$ cat config.mk
export PLATFORM = sky130hd
export DESIGN_NAME = ilt_cell
export DESIGN_NICKNAME = d
export VERILOG_FILES = /design/src/ilt_pkg.sv /design/src/ilt_cell.sv
export SDC_FILE = /design/constraint.sdc
export NUM_CORES = 1
export LEC_CHECK = 0
export ABC_CLOCK_PERIOD_IN_PS = 3300
export BUFFER_PORTS_ARGS = -buffer_cell sky130_fd_sc_hd__buf_2
export CAP_MARGIN = 5
export CORE_AREA = 2 2 68 76
export CTS_CLUSTER_SIZE = 25
export DETAILED_ROUTE_END_ITERATION = 8
export DIE_AREA = 0 0 70 78
export PLACE_DENSITY = 0.84
export SLEW_MARGIN = 40
export SYNTH_ARGS = -nofsm -noshare
export SYNTH_HDL_FRONTEND = slang
export SYNTH_SLANG_ARGS = --single-unit
$ cat constraint.sdc
create_clock -name clk -period 3.3 [get_ports clk]
set_input_delay 0.165 -clock clk [delete_from_list [all_inputs] [get_ports clk]]
set_output_delay 0.165 -clock clk [all_outputs]
set_load 0.02 [all_outputs]
$ cat src/ilt_pkg.sv
`default_nettype none

package ilt_pkg;

	// request codes
	typedef enum logic [2:0] {
		REQ_APPEND = 3'd0,
		REQ_INSERT = 3'd1,
		REQ_REMOVE = 3'd2,
		REQ_WRITE  = 3'd3,
		REQ_READ   = 3'd4
	} req_type_t;

	// result status codes
	typedef enum logic [1:0] {
		ST_OK    = 2'd0,
		ST_RANGE = 2'd1,
		ST_FULL  = 2'd2
	} status_t;

	localparam int POS_W   = 6;
	localparam int DATA_W  = 32;
	localparam int COUNT_W = 7;

	// per-cycle command broadcast along the cell row
	typedef struct packed {
		logic ins;     // open a slot at position, load data there
		logic rem;     // close the slot at position
		logic wr_pos;  // overwrite the entry at position
		logic wr_app;  // write the entry at the current count
	} cmd_t;

	// decoder result for one request
	typedef struct packed {
		cmd_t    cmd;
		logic    rd_en;
		status_t status;
	} dec_t;

endpackage

`default_nettype wire

$ cat src/ilt_cell.sv
`default_nettype none

module ilt_cell #(
	parameter int IDX   = 0,
	parameter int CNT_W = 7
) (
	input  wire logic                              clk,
	input  wire ilt_pkg::cmd_t                     cmd,
	input  wire logic [ilt_pkg::POS_W-1:0]         position,
	input  wire logic [CNT_W-1:0]                  count,
	input  wire logic [ilt_pkg::DATA_W-1:0]        data_in,
	input  wire logic [ilt_pkg::DATA_W-1:0]        left_data,
	input  wire logic [ilt_pkg::DATA_W-1:0]        right_data,
	output logic      [ilt_pkg::DATA_W-1:0]        data,
	output logic      [ilt_pkg::DATA_W-1:0]        rd_data
);

	localparam int CMP_W = (CNT_W > ilt_pkg::POS_W) ? CNT_W : ilt_pkg::POS_W;

	logic [ilt_pkg::DATA_W-1:0] data_q;
	logic [CMP_W-1:0]           idx_c;
	logic [CMP_W-1:0]           pos_c;
	logic [CMP_W-1:0]           cnt_c;
	logic                       at_pos;
	logic                       above_pos;

	assign idx_c     = CMP_W'(IDX);
	assign pos_c     = CMP_W'(position);
	assign cnt_c     = CMP_W'(count);
	assign at_pos    = idx_c == pos_c;
	assign above_pos = idx_c > pos_c;

	always_ff @(posedge clk) begin
		if (cmd.ins && above_pos) begin
			data_q <= left_data;
		end else if (cmd.rem && (above_pos || at_pos)) begin
			data_q <= right_data;
		end else if ((cmd.ins || cmd.wr_pos) && at_pos) begin
			data_q <= data_in;
		end else if (cmd.wr_app && (idx_c == cnt_c)) begin
			data_q <= data_in;
		end
	end

	assign data    = data_q;
	// only the addressed cell drives its value toward the read OR
	assign rd_data = at_pos ? data_q : '0;

endmodule

`default_nettype wire

Word level (Yosys, flattened, before mapping). Cells that the tools add are included.

Flip-flop bits (word level): 32. Bits of input ports: 114. Output and inout port bits: 64. Logic and storage cells: 16.

Order comparisons: 1. Mux-type cells: 5. Reductions and logical operators: 9.

Operators by type and width (count): $mux 32 (5); $logic_not 7->1 (2); $gt 1x6->1 const A (1); $logic_and 1x1->1 (4); $reduce_bool 4->1 (1); $logic_or 1x1->1 (2).

Longest topological paths before layout. Gate-level depths: netlist of run 1.

Word-level depth: 6. Mapped depth: 4.

Worst setup path before layout of run 1. No wires, ideal clock.

Kind: input-to-reg. Start point: input position[1] (netlist bit). End point: register data_q, in the netlist data[0] (enable). Setup time: 0.392 ns. Arrival time: 1.554 ns. Required time: 2.908 ns. Slack: 1.354 ns. Cell stages on the path: 3. Buffers on the path: 0. Cell sequence: nor4_4 > and2_1 > a22o_1.

Cells in the longest elaborated chain, start to end: 4. Elaborated cells between the ends (all ways): 7. Classes of those cells: order compare (1); reduce/logical (6).

RTL lines: start: declaration (RTL line ilt_cell.sv:9) `input wire logic [ilt_pkg::POS_W-1:0] position,`; $gt 1x6->1 / $logic_not 7->1 (equally long branches) (RTL line ilt_cell.sv:31, ilt_cell.sv:30); $logic_or 1x1->1 (RTL line ilt_cell.sv:36) `end else if (cmd.rem && (above_pos || at_pos)) begin`; $logic_and 1x1->1 (RTL line ilt_cell.sv:36); $reduce_bool 4->1 (no source line) (*); end signal: assignment (RTL line ilt_cell.sv:35) `data_q <= left_data;`; end signal: assignment (RTL line ilt_cell.sv:37) `data_q <= right_data;`; end signal: assignment (RTL line ilt_cell.sv:39) `data_q <= data_in;`; end: declaration (RTL line ilt_cell.sv:20) `logic [ilt_pkg::DATA_W-1:0] data_q;`.

Mark *: on every way between the ends. The rest lies on a longest branch, timed or not. A chain may end at the register's enable or synchronous reset.

Worst setup path after layout of run 1.
Start point: input position[3] (netlist bit). End point: register data_q, in the netlist data[25] (data pin).

Cells in the longest elaborated chain, start to end: 5. Elaborated cells between the ends (all ways): 9. Classes of those cells: order compare (1); mux (3); reduce/logical (5).

RTL lines: $gt 1x6->1 / $logic_not 7->1 (equally long branches) (RTL line ilt_cell.sv:31, ilt_cell.sv:30); $logic_or 1x1->1 / $logic_and 1x1->1 (equally long branches) (RTL line ilt_cell.sv:36, ilt_cell.sv:38); $logic_and 1x1->1 / $mux 32 (equally long branches) (RTL line ilt_cell.sv:36, ilt_cell.sv:38); $mux 32 (RTL line ilt_cell.sv:36); $mux 32 (*) (RTL line ilt_cell.sv:34) `if (cmd.ins && above_pos) begin`.

Marked as above.

==> results of run 1 <==
-- routing by layer --
metal | GRT usage, % | vias up | part of all wire (%)
met4 | 5.769 | 0 | 1.7
met1 | 19.98 | 680 | 40
met3 | 4.805 | 8 | 9.6
li1 | - | 730 | -
met2 | 29.43 | 99 | 48
met5 | 0 | - | 0
-- cell usage in the layout, fill, tap and decap left out, types with 2 or more instances in the layout --
cell,Yosys,routed
and3_1,32,32
buf_2,0,145
buf_4,0,4
clkbuf_1,6,2
clkbuf_8,0,5
edfxtp_1,32,32
mux2_2,2,2
mux2_4,30,30
-- cells in the mapped netlist (all sizes together) --
library cell,n
buf,3
clkbuf,6
and3,32
nand3,1
and2,1
mux2,32
nor4,2
or3,1
edfxtp,32
nor4b,1
a22o,1
nor2,1
-- report_power, final --
group          internal, W  switching [W]
clock             0.000146       0.000126
sequential        0.000454     0.00000251
combinational    0.0000699      0.0000464
-- final timing paths --
kind	start	to	slack [ps]	cells after the start
worst max-delay path	position[3]	data[25]	1390	4
worst min-delay path	right_data[28]	data[28]	190	2
-- metrics by stage --
stage	instances	setup WS [ps]	power, W	utilization, %
detailed placement	309	1103	0.0005822	55.01
finish	317	1386	0.0008450	56.74
floorplan	113	1354	0.0005171	-
global route	317	1303	0.0008854	56.74
global placement	309	1200	0.0005774	55.01
CTS	317	1398	0.0008563	56.74
-- critical path, stage by stage --
cell and delay, ps:
buf_2 100, nor2_2 530, nand3_4 600, mux2_4 500
-- area by class of cell --
cell class	count	area [sq um]
Sequential cell	32	960.9
Tap cell	56	70.07
Clock buffer	7	76.32
Timing Repair Buffer	149	755.7
Multi-Input combinational cell	72	754.5
Clock inverter	1	3.754
Fill cell	395	1998
-- kinds of logic (layout without fill, tap and decap cells) --
logic type | Yosys count | after routing | share of synthesized area, %
AO/OA/AOI/OAI | 1 | 1 | 0.4951
buffers and inverters | 9 | 157 | 3.182
flip-flops | 32 | 32 | 54.31
AND/OR/NAND/NOR | 39 | 39 | 15.28
multiplexers | 32 | 32 | 26.73
==> impl_metrics.toml, run 1 <==
[outcome]
status = "finished clean"

[synthesis]
synth_area_sq_um = 1769
yosysUniqueCellTypes = 14
seq_area_frac_synth_pct = 54.31
synth-seq-cells = 32
syn-num-nets = 227
syn_avg_cell_area_sq_um = 15.66
yosysTopAreaCellShare_pct = 54.31
ys_top_cells_by_area = "edfxtp_1, mux2_4, and3_1"
yosysTopAreaCell = "edfxtp_1"
ys_warn_count = 0
syn_inst = 113

[timing]
maxSlewHeadroom_pct = 55.19
layout_min_cycle_time_ps = 1914
drv_slew = 0
fin_hold_ws_ps = 187.6
fin_setup_tns_ps = 0
fmax_mhz = 522.5
finalSetupViolations = 0
tightest_slew_ps = 671.4
hold_viol_final = 0
fin_crit_sh_pct = 58.00
grt_setup_unrepaired = "no"

[placed_design]
hpwl_microns = 3770
port_buffers = 145
place_area_sq_um = 2541
gp_congestion = 0.8048

[clock_network]
numCtsBuffers = 5
cts_buffer_depth = 2
cts_hold_buf = 0
post_cts_buffers = 0
ctsResizeCount = 0
cts_tree = "done"
htreeDepth = 2
path_clk_slew_ps = 70
tritoncts_num_sinks = 32
cts-root-buf = "clkbuf_8"

[cells_and_area]
fin_area_sq_um = 2621
diodes = 0
final_nets = 374
largest_reg_flops = 32
syn2layout_area_growth_pct = 48.16
drive_gt1_share_pct = 72.41

[pwr]
power_leakage_nw = 1.476
power_density_nw_per_um2 = 322.4
ir_drop_v = 0.0002429

[floorplanning]
fp.dieW_microns = 70
fp.dieH_microns = 78
core_sq_um = 4619
start_util_pct = 38.30
die_area_sq_um = 5460
io_pins = 178
std_cell_rows = 26

[critical_path]
cp-end-kind = "flop"
startpoint_type = "input port"
crit_type = "input port to flop"
required_ps = 3310
crit_fanout = 32
crit_arrival_ps = 1930

[route]
drcViolationCount = 0
vias = 1517
via_per_inst = 4.785
drt_first_pass_iters = 4
wl_microns = 4723
wire_per_inst_microns = 14.90
postRouteAntennaNets = 0
drtIter0Drc = 78

[grt]
antenna_found_initial = 0
grt_pass1_wl_microns = 7127
grt_overflow = 0
grt_max_degree = 33
grt_pass1_vias = 1491
grt_usage_pct = 16.93

[hold_path]
hp-class = "input port to flop"

[run]
drv_cap = 0
No activity file was read; power rests on OpenSTA's default activity.
==> run 2, diff against run 1 <==
--- a/config.mk
+++ b/config.mk
@@ -5,14 +5,14 @@
 export SDC_FILE = /design/constraint.sdc
 export NUM_CORES = 1
 export LEC_CHECK = 0
-export ABC_CLOCK_PERIOD_IN_PS = 3300
+export ABC_CLOCK_PERIOD_IN_PS = 1650
 export BUFFER_PORTS_ARGS = -buffer_cell sky130_fd_sc_hd__buf_2
 export CAP_MARGIN = 5
-export CORE_AREA = 2 2 68 76
+export CORE_AREA = 2 2 74 83
 export CTS_CLUSTER_SIZE = 25
 export DETAILED_ROUTE_END_ITERATION = 8
-export DIE_AREA = 0 0 70 78
-export PLACE_DENSITY = 0.84
+export DIE_AREA = 0 0 76 85
+export PLACE_DENSITY = 0.75
 export SLEW_MARGIN = 40
 export SYNTH_ARGS = -nofsm -noshare
 export SYNTH_HDL_FRONTEND = slang
==> constraint.sdc (replaced) <==
create_clock -name clk -period 1.65 [get_ports clk]
set_input_delay 0.0825 -clock clk [delete_from_list [all_inputs] [get_ports clk]]
set_output_delay 0.0825 -clock clk [all_outputs]
set_load 0.02 [all_outputs]
==> impl_metrics.toml, run 2 (same netlist as run 1, synthesis figures left out) <==
[run]
drv_cap = 0

[route]
wire_per_inst_microns = 13.49
postRouteAntennaNets = 0
wl_microns = 4573
drt_first_pass_iters = 4
vias = 1472
drcViolationCount = 0
drtIter0Drc = 23
via_per_inst = 4.342

[clock_network]
htreeDepth = 2
numCtsBuffers = 5
ctsResizeCount = 0
cts-root-buf = "clkbuf_8"
cts_buffer_depth = 2
path_clk_slew_ps = 70
cts_hold_buf = 0
cts_tree = "done"
tritoncts_num_sinks = 32
post_cts_buffers = 0

[pwr]
design_power_total_w = 0.001849
ir_drop_v = 0.0003056
power_density_nw_per_um2 = 679.6
power_leakage_nw = 1.508

[floorplanning]
fp.dieW_microns = 76
core_sq_um = 5624
io_pins = 178
die_area_sq_um = 6460
start_util_pct = 31.46
fp.dieH_microns = 85
std_cell_rows = 29

[timing]
drv_slew = 0
grt_setup_unrepaired = "no"
hold_viol_final = 0
fin_hold_ws_ps = 102.0
fin_crit_sh_pct = 80.90
fin_setup_tns_ps = 0
layout_min_cycle_time_ps = 1335
maxSlewHeadroom_pct = 79.31
finalSetupViolations = 0
tightest_slew_ps = 308.0
fmax_mhz = 749.2

[grt]
grt_usage_pct = 13.76
antenna_found_initial = 0
grt_pass1_vias = 1450
grt_pass1_wl_microns = 6948
grt_max_degree = 33
grt_overflow = 0

[critical_path]
crit_fanout = 32
startpoint_type = "input port"
crit_type = "input port to primary output"
required_ps = 1570
cp-end-kind = "primary output"
crit_arrival_ps = 1250

[cells_and_area]
finalNonFillerCells = 339
drive_gt1_share_pct = 73.28
diodes = 0
layout_common_cells = "buf_2, and3_1, edfxtp_1"
syn2layout_area_growth_pct = 53.75
final_nets = 375
final_common_cell = "buf_2"
largest_reg_flops = 32

[placed_design]
place_inst = 331
port_buffers = 145
hpwl_microns = 3618
gp_congestion = 0.7461

[outcome]
status = "finished clean"

[hold_path]
hp-class = "input port to flop"
[run 2: cell types whose count changed in the layout (fill, tap and decap cells not counted)]
| cell | previous run | this run |
|---|---|---|
| clkbuf_1 | 2 | 0 |
| clkinv_1 | 1 | 2 |
| a22o_2 | 0 | 1 |
| buf_4 | 4 | 2 |
| bufinv_16 | 0 | 1 |
| buf_12 | 0 | 3 |
| a22o_1 | 1 | 0 |
[run 2: critical path, cell delays in order]
cell and delay (ps):
buf_2 110, nor4_4 350, buf_4 330, and3_1 200, buf_2 160
[run 2: layout make-up]
class	count	area, sq um
clock buffers	5	68.82
repair buffers	150	800.8
flip-flops and latches	32	960.9
well taps	77	96.34
clock inverters	3	37.54
multi-input cells	72	755.7
fillers	515	2904
[run 2: worst paths after layout]
path,start,slack (ps),to,cells past startpoint
setup / recovery,position[1],320,rd_data[21],5
hold / removal,data_in[2],100,data[2],2
[run 2: routing by layer]
metal / GRT usage [%] / up-vias / share of wire (%)
met5: 0 / - / 0
met4: 6.446 / 0 / 2.0
met3: 3.723 / 6 / 7.1
met2: 24.92 / 77 / 52
met1: 15.04 / 657 / 39
li1: - / 732 / -
[run 2: where the power goes]
| part | leakage, nW | internal, W | switching, W | total [W] |
|---|---|---|---|---|
| clock network | 0.0532 | 0.000439 | 0.000267 | 0.000706 |
| registers | 0.288 | 0.000908 | 0.00000527 | 0.000913 |
| logic | 1.17 | 0.000141 | 0.0000889 | 0.000229 |
| total | 1.51 | 0.00149 | 0.000362 | 0.00185 |
[run 2: metrics by stage]
stage | util, % | area (sq um) | setup slack, ps
final | 48.36 | 2720 | 315.2
after global routing | 48.36 | 2720 | 237.7
after CTS | 48.36 | 2720 | 330.2
after detailed placement | 46.47 | 2614 | 180.4
after global placement | 46.47 | 2614 | 187.5
after floorplan | - | 1770 | 126.5
