===== src/ilt_pkg.sv =====
`default_nettype none

package ilt_pkg;

	// request codes
	typedef enum logic [2:0] {
		REQ_APPEND = 3'd0,
		REQ_INSERT = 3'd1,
		REQ_REMOVE = 3'd2,
		REQ_WRITE  = 3'd3,
		REQ_READ   = 3'd4
	} req_type_t;

	// result status codes
	typedef enum logic [1:0] {
		ST_OK    = 2'd0,
		ST_RANGE = 2'd1,
		ST_FULL  = 2'd2
	} status_t;

	localparam int POS_W   = 6;
	localparam int DATA_W  = 32;
	localparam int COUNT_W = 7;

	// per-cycle command broadcast along the cell row
	typedef struct packed {
		logic ins;     // open a slot at position, load data there
		logic rem;     // close the slot at position
		logic wr_pos;  // overwrite the entry at position
		logic wr_app;  // write the entry at the current count
	} cmd_t;

	// decoder result for one request
	typedef struct packed {
		cmd_t    cmd;
		logic    rd_en;
		status_t status;
	} dec_t;

endpackage

`default_nettype wire


===== src/ilt_ctrl.sv =====
`default_nettype none

module ilt_ctrl #(
	parameter int CAPACITY = 64,
	parameter int CNT_W    = 7
) (
	input  wire logic [2:0]                 req_type,
	input  wire logic [ilt_pkg::POS_W-1:0]  position,
	input  wire logic [CNT_W-1:0]           count,
	output ilt_pkg::dec_t                   dec,
	output logic      [CNT_W-1:0]           count_next
);

	localparam int CMP_W = (CNT_W > ilt_pkg::POS_W) ? CNT_W : ilt_pkg::POS_W;

	logic [CMP_W-1:0] pos_c;
	logic [CMP_W-1:0] cnt_c;
	logic             in_range;
	logic             full;

	assign pos_c    = CMP_W'(position);
	assign cnt_c    = CMP_W'(count);
	assign in_range = pos_c < cnt_c;
	assign full     = count >= CNT_W'(CAPACITY);

	always_comb begin
		dec        = '0;
		dec.status = ilt_pkg::ST_OK;
		count_next = count;
		case (req_type)
			ilt_pkg::REQ_APPEND: begin
				if (full) begin
					dec.status = ilt_pkg::ST_FULL;
				end else begin
					dec.cmd.wr_app = 1'b1;
					count_next     = count + CNT_W'(1);
				end
			end
			ilt_pkg::REQ_INSERT: begin
				if (!in_range) begin
					dec.status = ilt_pkg::ST_RANGE;
				end else if (full) begin
					dec.status = ilt_pkg::ST_FULL;
				end else begin
					dec.cmd.ins = 1'b1;
					count_next  = count + CNT_W'(1);
				end
			end
			ilt_pkg::REQ_REMOVE: begin
				if (!in_range) begin
					dec.status = ilt_pkg::ST_RANGE;
				end else begin
					dec.cmd.rem = 1'b1;
					count_next  = count - CNT_W'(1);
				end
			end
			ilt_pkg::REQ_WRITE: begin
				if (!in_range) begin
					dec.status = ilt_pkg::ST_RANGE;
				end else begin
					dec.cmd.wr_pos = 1'b1;
				end
			end
			ilt_pkg::REQ_READ: begin
				if (!in_range) begin
					dec.status = ilt_pkg::ST_RANGE;
				end else begin
					dec.rd_en = 1'b1;
				end
			end
			default: begin
				// unknown code: nothing changes
			end
		endcase
	end

endmodule

`default_nettype wire


===== config.mk =====
export PLATFORM = sky130hd
export DESIGN_NAME = ilt_ctrl
export DESIGN_NICKNAME = d
export VERILOG_FILES = /design/src/ilt_pkg.sv /design/src/ilt_ctrl.sv
export SDC_FILE = /design/constraint.sdc
export NUM_CORES = 1
export LEC_CHECK = 0
export BUFFER_PORTS_ARGS = -buffer_cell sky130_fd_sc_hd__buf_2
export CAP_MARGIN = 25
export CORE_AREA = 2 2 39 41
export DETAILED_ROUTE_END_ITERATION = 6
export DIE_AREA = 0 0 41 43
export PLACE_DENSITY = 0.77
export SLEW_MARGIN = 20
export SYNTH_ARGS = -nofsm -noshare
export SYNTH_HDL_FRONTEND = slang
export SYNTH_SLANG_ARGS = --single-unit

===== constraint.sdc =====
create_clock -name vclk -period 5.43
set_clock_uncertainty 0.1 [all_clocks]
set_input_delay 1.629 -clock vclk [all_inputs]
set_output_delay 1.629 -clock vclk [all_outputs]
set_load 0.01 [all_outputs]

# After elaboration in Yosys (flattened, before gate mapping)
# Index checks and enable logic that the tools add are counted.
[word_totals] word_cells=26 ff_bits=0
[op_classes] addsub=2 magnitude_cmp=2 reduce_logical=2 n_eq_ne=4 n_mux=16
[ops] op="7-bit two-way mux" count=3
[ops] op="7-bit case mux with 3 select lines" count=1
[ops] op="1-bit two-way mux" count=9
[ops] op="7-bit by 1-bit adder with 7-bit output, second input constant" count=1
[ops] op="7-bit greater-or-equal comparator, second input constant" count=1
[ops] op="6-bit by 7-bit less-than comparator with 1-bit output" count=1
[ops] op="7-bit by 1-bit subtractor with 7-bit output, second input constant" count=1
[ops] op="3-bit by 2-bit equality test with 1-bit output, second input constant" count=2
[ops] op="2-bit case mux with 3 select lines" count=1
[ops] op="2-bit two-way mux" count=2
[ops] op="3-bit by 1-bit equality test with 1-bit output, second input constant" count=1
[ops] op="3-bit equality test, second input constant" count=1
[ops] op="3-bit logical NOT" count=1
[ops] op="3-bit OR reduction" count=1

# Depth between registers and ports, before layout
# Gate-level depths: netlist of run 1.
[logic_depth] depth_word=4 mapped_depth=9

# Least setup slack after synthesis of run 1
# No wires, ideal clock.
[synth_timing] kind="in2out" from="input count[4]" to="output count_next[6]" path_buffers=1 t_arrival_ns=3.542 cell_stages=9 slack_ns=0.159 required_time_ns=3.701 cell_sequence="clkbuf_1 -> inv_1 -> ha_1 -> a21o_1 -> a21oi_1 -> o22ai_2 -> nor3_1 -> nand3_1 -> mux2i_1"
[synth_between] elab_chain_len=4 elab_cells_between_ends=8
[synth_lines] item="start, declared" line="ilt_ctrl.sv:9" text="input wire logic [CNT_W-1:0] count,"
[synth_lines] item="7-bit by 1-bit adder with 7-bit output / 7-bit greater-or-equal comparator (equally long branches)" line="ilt_ctrl.sv:36, ilt_ctrl.sv:46, ilt_ctrl.sv:24"
[synth_lines] item="7-bit two-way mux" line="ilt_ctrl.sv:32, ilt_ctrl.sv:42"
[synth_lines] item="7-bit two-way mux" line="ilt_ctrl.sv:40" text="if (!in_range) begin"
[synth_lines] item="7-bit case mux with 3 select lines *" line="ilt_ctrl.sv:30" text="case (req_type)"
[synth_lines] item="end, declared" line="ilt_ctrl.sv:11" text="output logic [CNT_W-1:0] count_next"
# Mark *: on every way between the ends. The rest lies on a longest branch, timed or not.

# Final worst setup path of run 1
[layout_timing] from="input count[4]" to="output count_next[2]"
[layout_between] elab_chain_len=4 elab_cells_between_ends=6
[layout_lines] item="7-bit greater-or-equal comparator" line="ilt_ctrl.sv:24" text="assign full = count >= CNT_W'(CAPACITY);"
[layout_lines] item="7-bit two-way mux" line="ilt_ctrl.sv:32, ilt_ctrl.sv:42"
[layout_lines] item="7-bit two-way mux" line="ilt_ctrl.sv:40"
[layout_lines] item="7-bit case mux with 3 select lines *" line="ilt_ctrl.sv:30"
# Marked as above.

==> impl_metrics.py, run 1 <==
metrics = {
    "grt": {
        "antenna_found_initial": 0,
        "grt_pass1_wl_mm": 2.48,
        "grt.overflow.total": 0,
        "track_usage": 0.186,
        "grt_start_max_net_pins": 15,
        "grt_pass1_vias": 602,
    },
    "detailed_routing": {
        "wl_mm": 1.63,
        "post_drt_via_cell_ratio": 5.90,
        "drt-wirelength-per-cell_um": 13.1,
        "drtAntennaViolNets": 0,
        "drt_iter0_markers": 21,
        "remaining_drc_errors": 0,
        "vias": 731,
        "drt_pass1_iterations": 4,
    },
    "critical_path": {
        "critPathRequiredTime_ns": 3.70,
        "crit_chain": "buf_2 > inv_1 > ha_1 > a21o_1 > a21oi_2 > o22ai_4 > maj3_2 > a2111oi_2 > a21oi_1 > buf_2",
        "worstSetupStartpointType": "primary input",
        "crit_slowest_cell": "maj3_2",
        "crit_arrival_ns": 3.57,
        "path_buf_inv": 3,
        "path_max_fanout": 8,
        "path_class": "primary input to primary output",
        "crit_family": "compound AO/OA/AOI/OAI gates",
        "crit_top_cell": "buf_2",
        "cpPeakStageDelay_ns": 0.41,
        "critPathCaptureType": "primary output",
    },
    "placed_design": {
        "dp.cells": 123,
        "dpl.hpwl_mm": 1.27,
        "gp_congestion": 0.845,
        "dpl_cell_area_um2": 723,
        "io_buffers": 30,
    },
    "synth": {
        "yosysWarnings": 0,
        "synthCells": 82,
        "synth_area_um2": 576,
        "avgSynthCellArea_um2": 7.02,
        "synth_nets": 105,
        "synth_cell_types": 38,
        "synth-seq-area-share": 0,
    },
    "floorplan": {
        "rows": 14,
        "fp.dieW_um": 41,
        "die_h_um": 43,
        "core_um2": 1380,
        "dieArea_um2": 1760,
        "start_util": 0.416,
        "io_pins": 30,
    },
    "sta": {
        "timing.fmax_mhz": 189,
        "finalSetupViolations": 0,
        "period_needed_ns": 5.30,
        "slew_headroom": 0.616,
        "hold_slack_ns": 3.54,
        "worst_pin_slew_ns": 0.561,
        "period_share": 0.975,
        "hold_viol": 0,
        "maxSlewViolCount": 0,
    },
    "layout": {
        "fill_cells": 154,
        "fin_area_um2": 754,
        "drive_above_1_share": 0.407,
        "seq_cells": 0,
        "area_growth_pct": 31.1,
        "register_area_um2": 0,
        "final_core_util": 0.545,
        "nClkBuffers": 0,
        "final-instance-count-excl-fill": 124,
        "multi_input_area_um2": 547,
        "final_nets": 133,
        "antenna_cells": 0,
    },
    "hold_path": {
        "min-delay-path-class": "primary input to primary output",
        "min_to": "dec[3]",
        "hold_depth": 3,
        "min_from": "req_type[0]",
    },
    "pwr": {
        "ir_worst_vdd_mv": 0.0376,
        "power.leakage_nw": 0.359,
        "power_mw": 0.0631,
        "p_per_area_nw_per_um2": 83.6,
    },
    "outcome": {
        "status": "complete, no violations",
    },
    "run": {
        "maxCapViolCount": 0,
    },
}
==> cell type report <==
type | count | share of cell area
multi-input cells | 69 | 0.725
inverters | 8 | 0.0398
repair buffers | 31 | 0.209
well taps | 16 | 0.0265
==> routing by layer <==
layer / track usage / wire (um) / up-vias
met2: 0.313 / 771 / 47
li1: - / - / 360
met4: 0.0133 / 0 / 0
met3: 0.00524 / 155 / 0
met1: 0.263 / 699 / 324
met5: 0 / 0 / -
==> power by group <==
group	switching, mW	total, mW	internal [mW]
clock network	0	0	0
registers	0	0	0
logic	0.0361	0.0631	0.0270
==> cell usage after synthesis, types with 2 or more instances <==
master    n  area [um^2]
a211oi_2  2         25.0
nor3_2    2         20.0
nand3_1   4         20.0
nor2_1    6         22.5
o221ai_1  2         17.5
a21o_1    2         15.0
nor4b_1   2         17.5
xnor2_1   4         35.0
clkbuf_1  3         11.3
nor3_1    5         25.0
nor2b_1   2         12.5
inv_1     8         30.0
a21oi_1   4         20.0
nor4_1    2         12.5
nand2_1   3         11.3
ha_1      7         87.6
o21ai_0   3         15.0
==> cell families (layout without fill, tap and decap cells) <==
family / after synthesis / in the layout / synth area share
AND/OR/NAND/NOR: 35 / 35 / 0.367
AO/OA/AOI/OAI: 21 / 21 / 0.291
buffers and inverters: 13 / 39 / 0.0913
adder cells (fa/ha/maj): 8 / 8 / 0.172
XOR/XNOR: 4 / 4 / 0.0609
multiplexers: 1 / 1 / 0.0174
==> through the flow <==
| step | worst slack (ns) | setup TNS [ns] |
|---|---|---|
| after floorplan | 0.159 | 0 |
| after global placement | 0.145 | 0 |
| after detailed placement | 0.0576 | 0 |
| after CTS | 0.0531 | 0 |
| after global routing | -0.00613 | -0.00613 |
| final | 0.135 | 0 |
==> timing repair <==
item | CTS | global route
gates resized for setup | 0 | 5
hold buffers | 0 | 0
buffers inserted | 0 | 1
setup endpoints to repair | 0 | 5
==> layout by cell type (no fill, tap or decap), types with 3 or more instances in the layout <==
cell type	synthesis	routed
a21oi_1	4	3
buf_2	0	30
ha_1	7	7
inv_1	8	8
nand3_1	4	4
nor2_1	6	6
nor3_1	5	5
o21ai_0	3	3
xnor2_1	4	4
==> worst max-delay path by stage <==
| stage | slack, ns | to | startpoint | depth (start not counted) |
|---|---|---|---|---|
| global placement | 0.15 | count_next[2] | count[4] | 10 |
| detailed placement | 0.06 | count_next[2] | count[4] | 10 |
| floorplan | 0.16 | count_next[6] | count[4] | 9 |
| global route | -0.006 | count_next[2] | count[4] | 10 |
| finish | 0.13 | count_next[2] | count[4] | 10 |
| CTS | 0.05 | count_next[2] | count[4] | 10 |
Power figures use the tool's default switching activity.
==> run 2: changes to the inputs <==
==> constraint.sdc (replaced) <==
create_clock -name vclk -period 5.43
set_clock_uncertainty 0.1 [all_clocks]
set_input_delay 1.086 -clock vclk [all_inputs]
set_output_delay 1.086 -clock vclk [all_outputs]
set_load 0.01 [all_outputs]
==> impl_metrics.py, run 2 (synthesized netlist as in run 1, its figures left out) <==
metrics = {
    "outcome": {
        "status": "complete, no violations",
    },
    "layout": {
        "layout_commonest_cell": "buf_2",
        "fill_cells": 158,
        "final_cell_mix": "buf_2 (30), inv_1 (8), ha_1 (7)",
        "seq_cells": 0,
        "drive_above_1_share": 0.374,
        "nClkBuffers": 0,
        "final-instance-count-excl-fill": 123,
        "final_nets": 132,
        "antenna_cells": 0,
        "register_area_um2": 0,
        "area_growth_pct": 25.7,
    },
    "pwr": {
        "p_switching_mw": 0.0334,
        "switching_share": 0.574,
        "ir_worst_vdd_mv": 0.0361,
        "seqPwrFrac": 0,
        "power.leakage_nw": 0.350,
        "power_mw": 0.0582,
        "comb_power_share": 1.000,
        "internal_power_mw": 0.0248,
        "clock_power_share": 0,
        "p_per_area_nw_per_um2": 80.5,
    },
    "hold_path": {
        "min_from": "req_type[0]",
        "min_to": "dec[3]",
        "min-delay-path-class": "primary input to primary output",
        "hold_depth": 3,
    },
    "cts": {
        "cts_hold_buf": 0,
        "cts_setup_buffers": 0,
        "cts_resized": 0,
    },
    "sta": {
        "maxSlewViolCount": 0,
        "hold_viol": 0,
        "slew_headroom": 0.596,
        "rsz0062_at_grt": "false",
        "setup-tns-final_ns": 0,
        "period_needed_ns": 4.32,
        "period_share": 0.796,
        "worst_pin_slew_ns": 0.591,
        "finalSetupViolations": 0,
        "timing.fmax_mhz": 232,
    },
    "critical_path": {
        "crit_arrival_ns": 3.13,
        "crit_family": "compound AO/OA/AOI/OAI gates",
        "critPathCaptureType": "primary output",
        "path_class": "primary input to primary output",
        "path_max_fanout": 9,
        "worstSetupStartpointType": "primary input",
        "critPathRequiredTime_ns": 4.24,
        "path_buf_inv": 3,
        "cpPeakStageDelay_ns": 0.38,
        "crit_chain": "buf_2 > inv_1 > ha_1 > and4b_1 > o21ai_1 > o22ai_2 > nand2_1 > a2111oi_2 > a21oi_1 > buf_2",
        "crit_slowest_cell": "a2111oi_2",
        "crit_top_cell": "buf_2",
    },
    "grt": {
        "antenna_found_initial": 0,
        "track_usage": 0.186,
        "grt_pass1_wl_mm": 2.48,
        "grt_start_max_net_pins": 15,
        "grt.overflow.total": 0,
        "grt_pass1_vias": 602,
    },
    "floorplan": {
        "io_pins": 30,
        "core_um2": 1380,
        "start_util": 0.416,
        "rows": 14,
        "dieArea_um2": 1760,
        "die_h_um": 43,
        "fp.dieW_um": 41,
    },
    "detailed_routing": {
        "vias": 722,
        "wl_mm": 1.56,
        "post_drt_via_cell_ratio": 5.87,
        "drt-wirelength-per-cell_um": 12.7,
        "remaining_drc_errors": 0,
        "drt_iter0_markers": 27,
        "drt_pass1_iterations": 4,
        "drtAntennaViolNets": 0,
    },
    "placed_design": {
        "dp.cells": 123,
        "dpl.hpwl_mm": 1.27,
        "gp_congestion": 0.845,
        "io_buffers": 30,
    },
    "run": {
        "maxCapViolCount": 0,
    },
}
run 2: metrics by stage:
| step | instance area, um^2 | hold WS, ns | setup slack (ns) | utilization |
|---|---|---|---|---|
| 2_1_floorplan | 576 | 2.15 | 1.25 | - |
| 3_3_place_gp | 723 | 2.44 | 1.23 | 0.523 |
| 3_5_place_dp | 723 | 2.44 | 1.14 | 0.523 |
| 4_1_cts | 723 | 2.45 | 1.14 | 0.523 |
| 5_1_grt | 723 | 2.49 | 0.977 | 0.523 |
| 6_report | 723 | 2.45 | 1.11 | 0.523 |
run 2: final cells by class:
class	instances	area (um^2)	area share
multi-input combinational	69	523	0.723
tap	16	20.0	0.0277
inverter	8	30.0	0.0415
timing repair buffer	30	150	0.208
run 2: routing by layer:
metal,global-route usage,part of all wire
met4,0.0133,0
met1,0.263,0.46
met3,0.00524,0.090
met5,0,0
met2,0.313,0.45
run 2: worst max-delay path by stage:
stage          startpoint             to  depth (start not counted)
5_1_grt          count[4]  count_next[2]                         10
6_report         count[4]  count_next[2]                         10
4_1_cts          count[4]  count_next[2]                         10
2_1_floorplan    count[4]  count_next[6]                          9
3_5_place_dp     count[4]  count_next[2]                         10
3_3_place_gp     count[4]  count_next[2]                         10
run 2: tightest hold or removal path, cell delays in order:
cell and delay (ns):
buf_2 0.18, nor3_1 0.07, buf_2 0.13
run 2: power groups by stage:
stage          Clock [mW]  Sequential [mW]  Combinational [mW]
3_3_place_gp            0                0              0.0573
4_1_cts                 0                0              0.0584
2_1_floorplan           0                0              0.0388
3_5_place_dp            0                0              0.0582
5_1_grt                 0                0              0.0649
6_report                0                0              0.0582
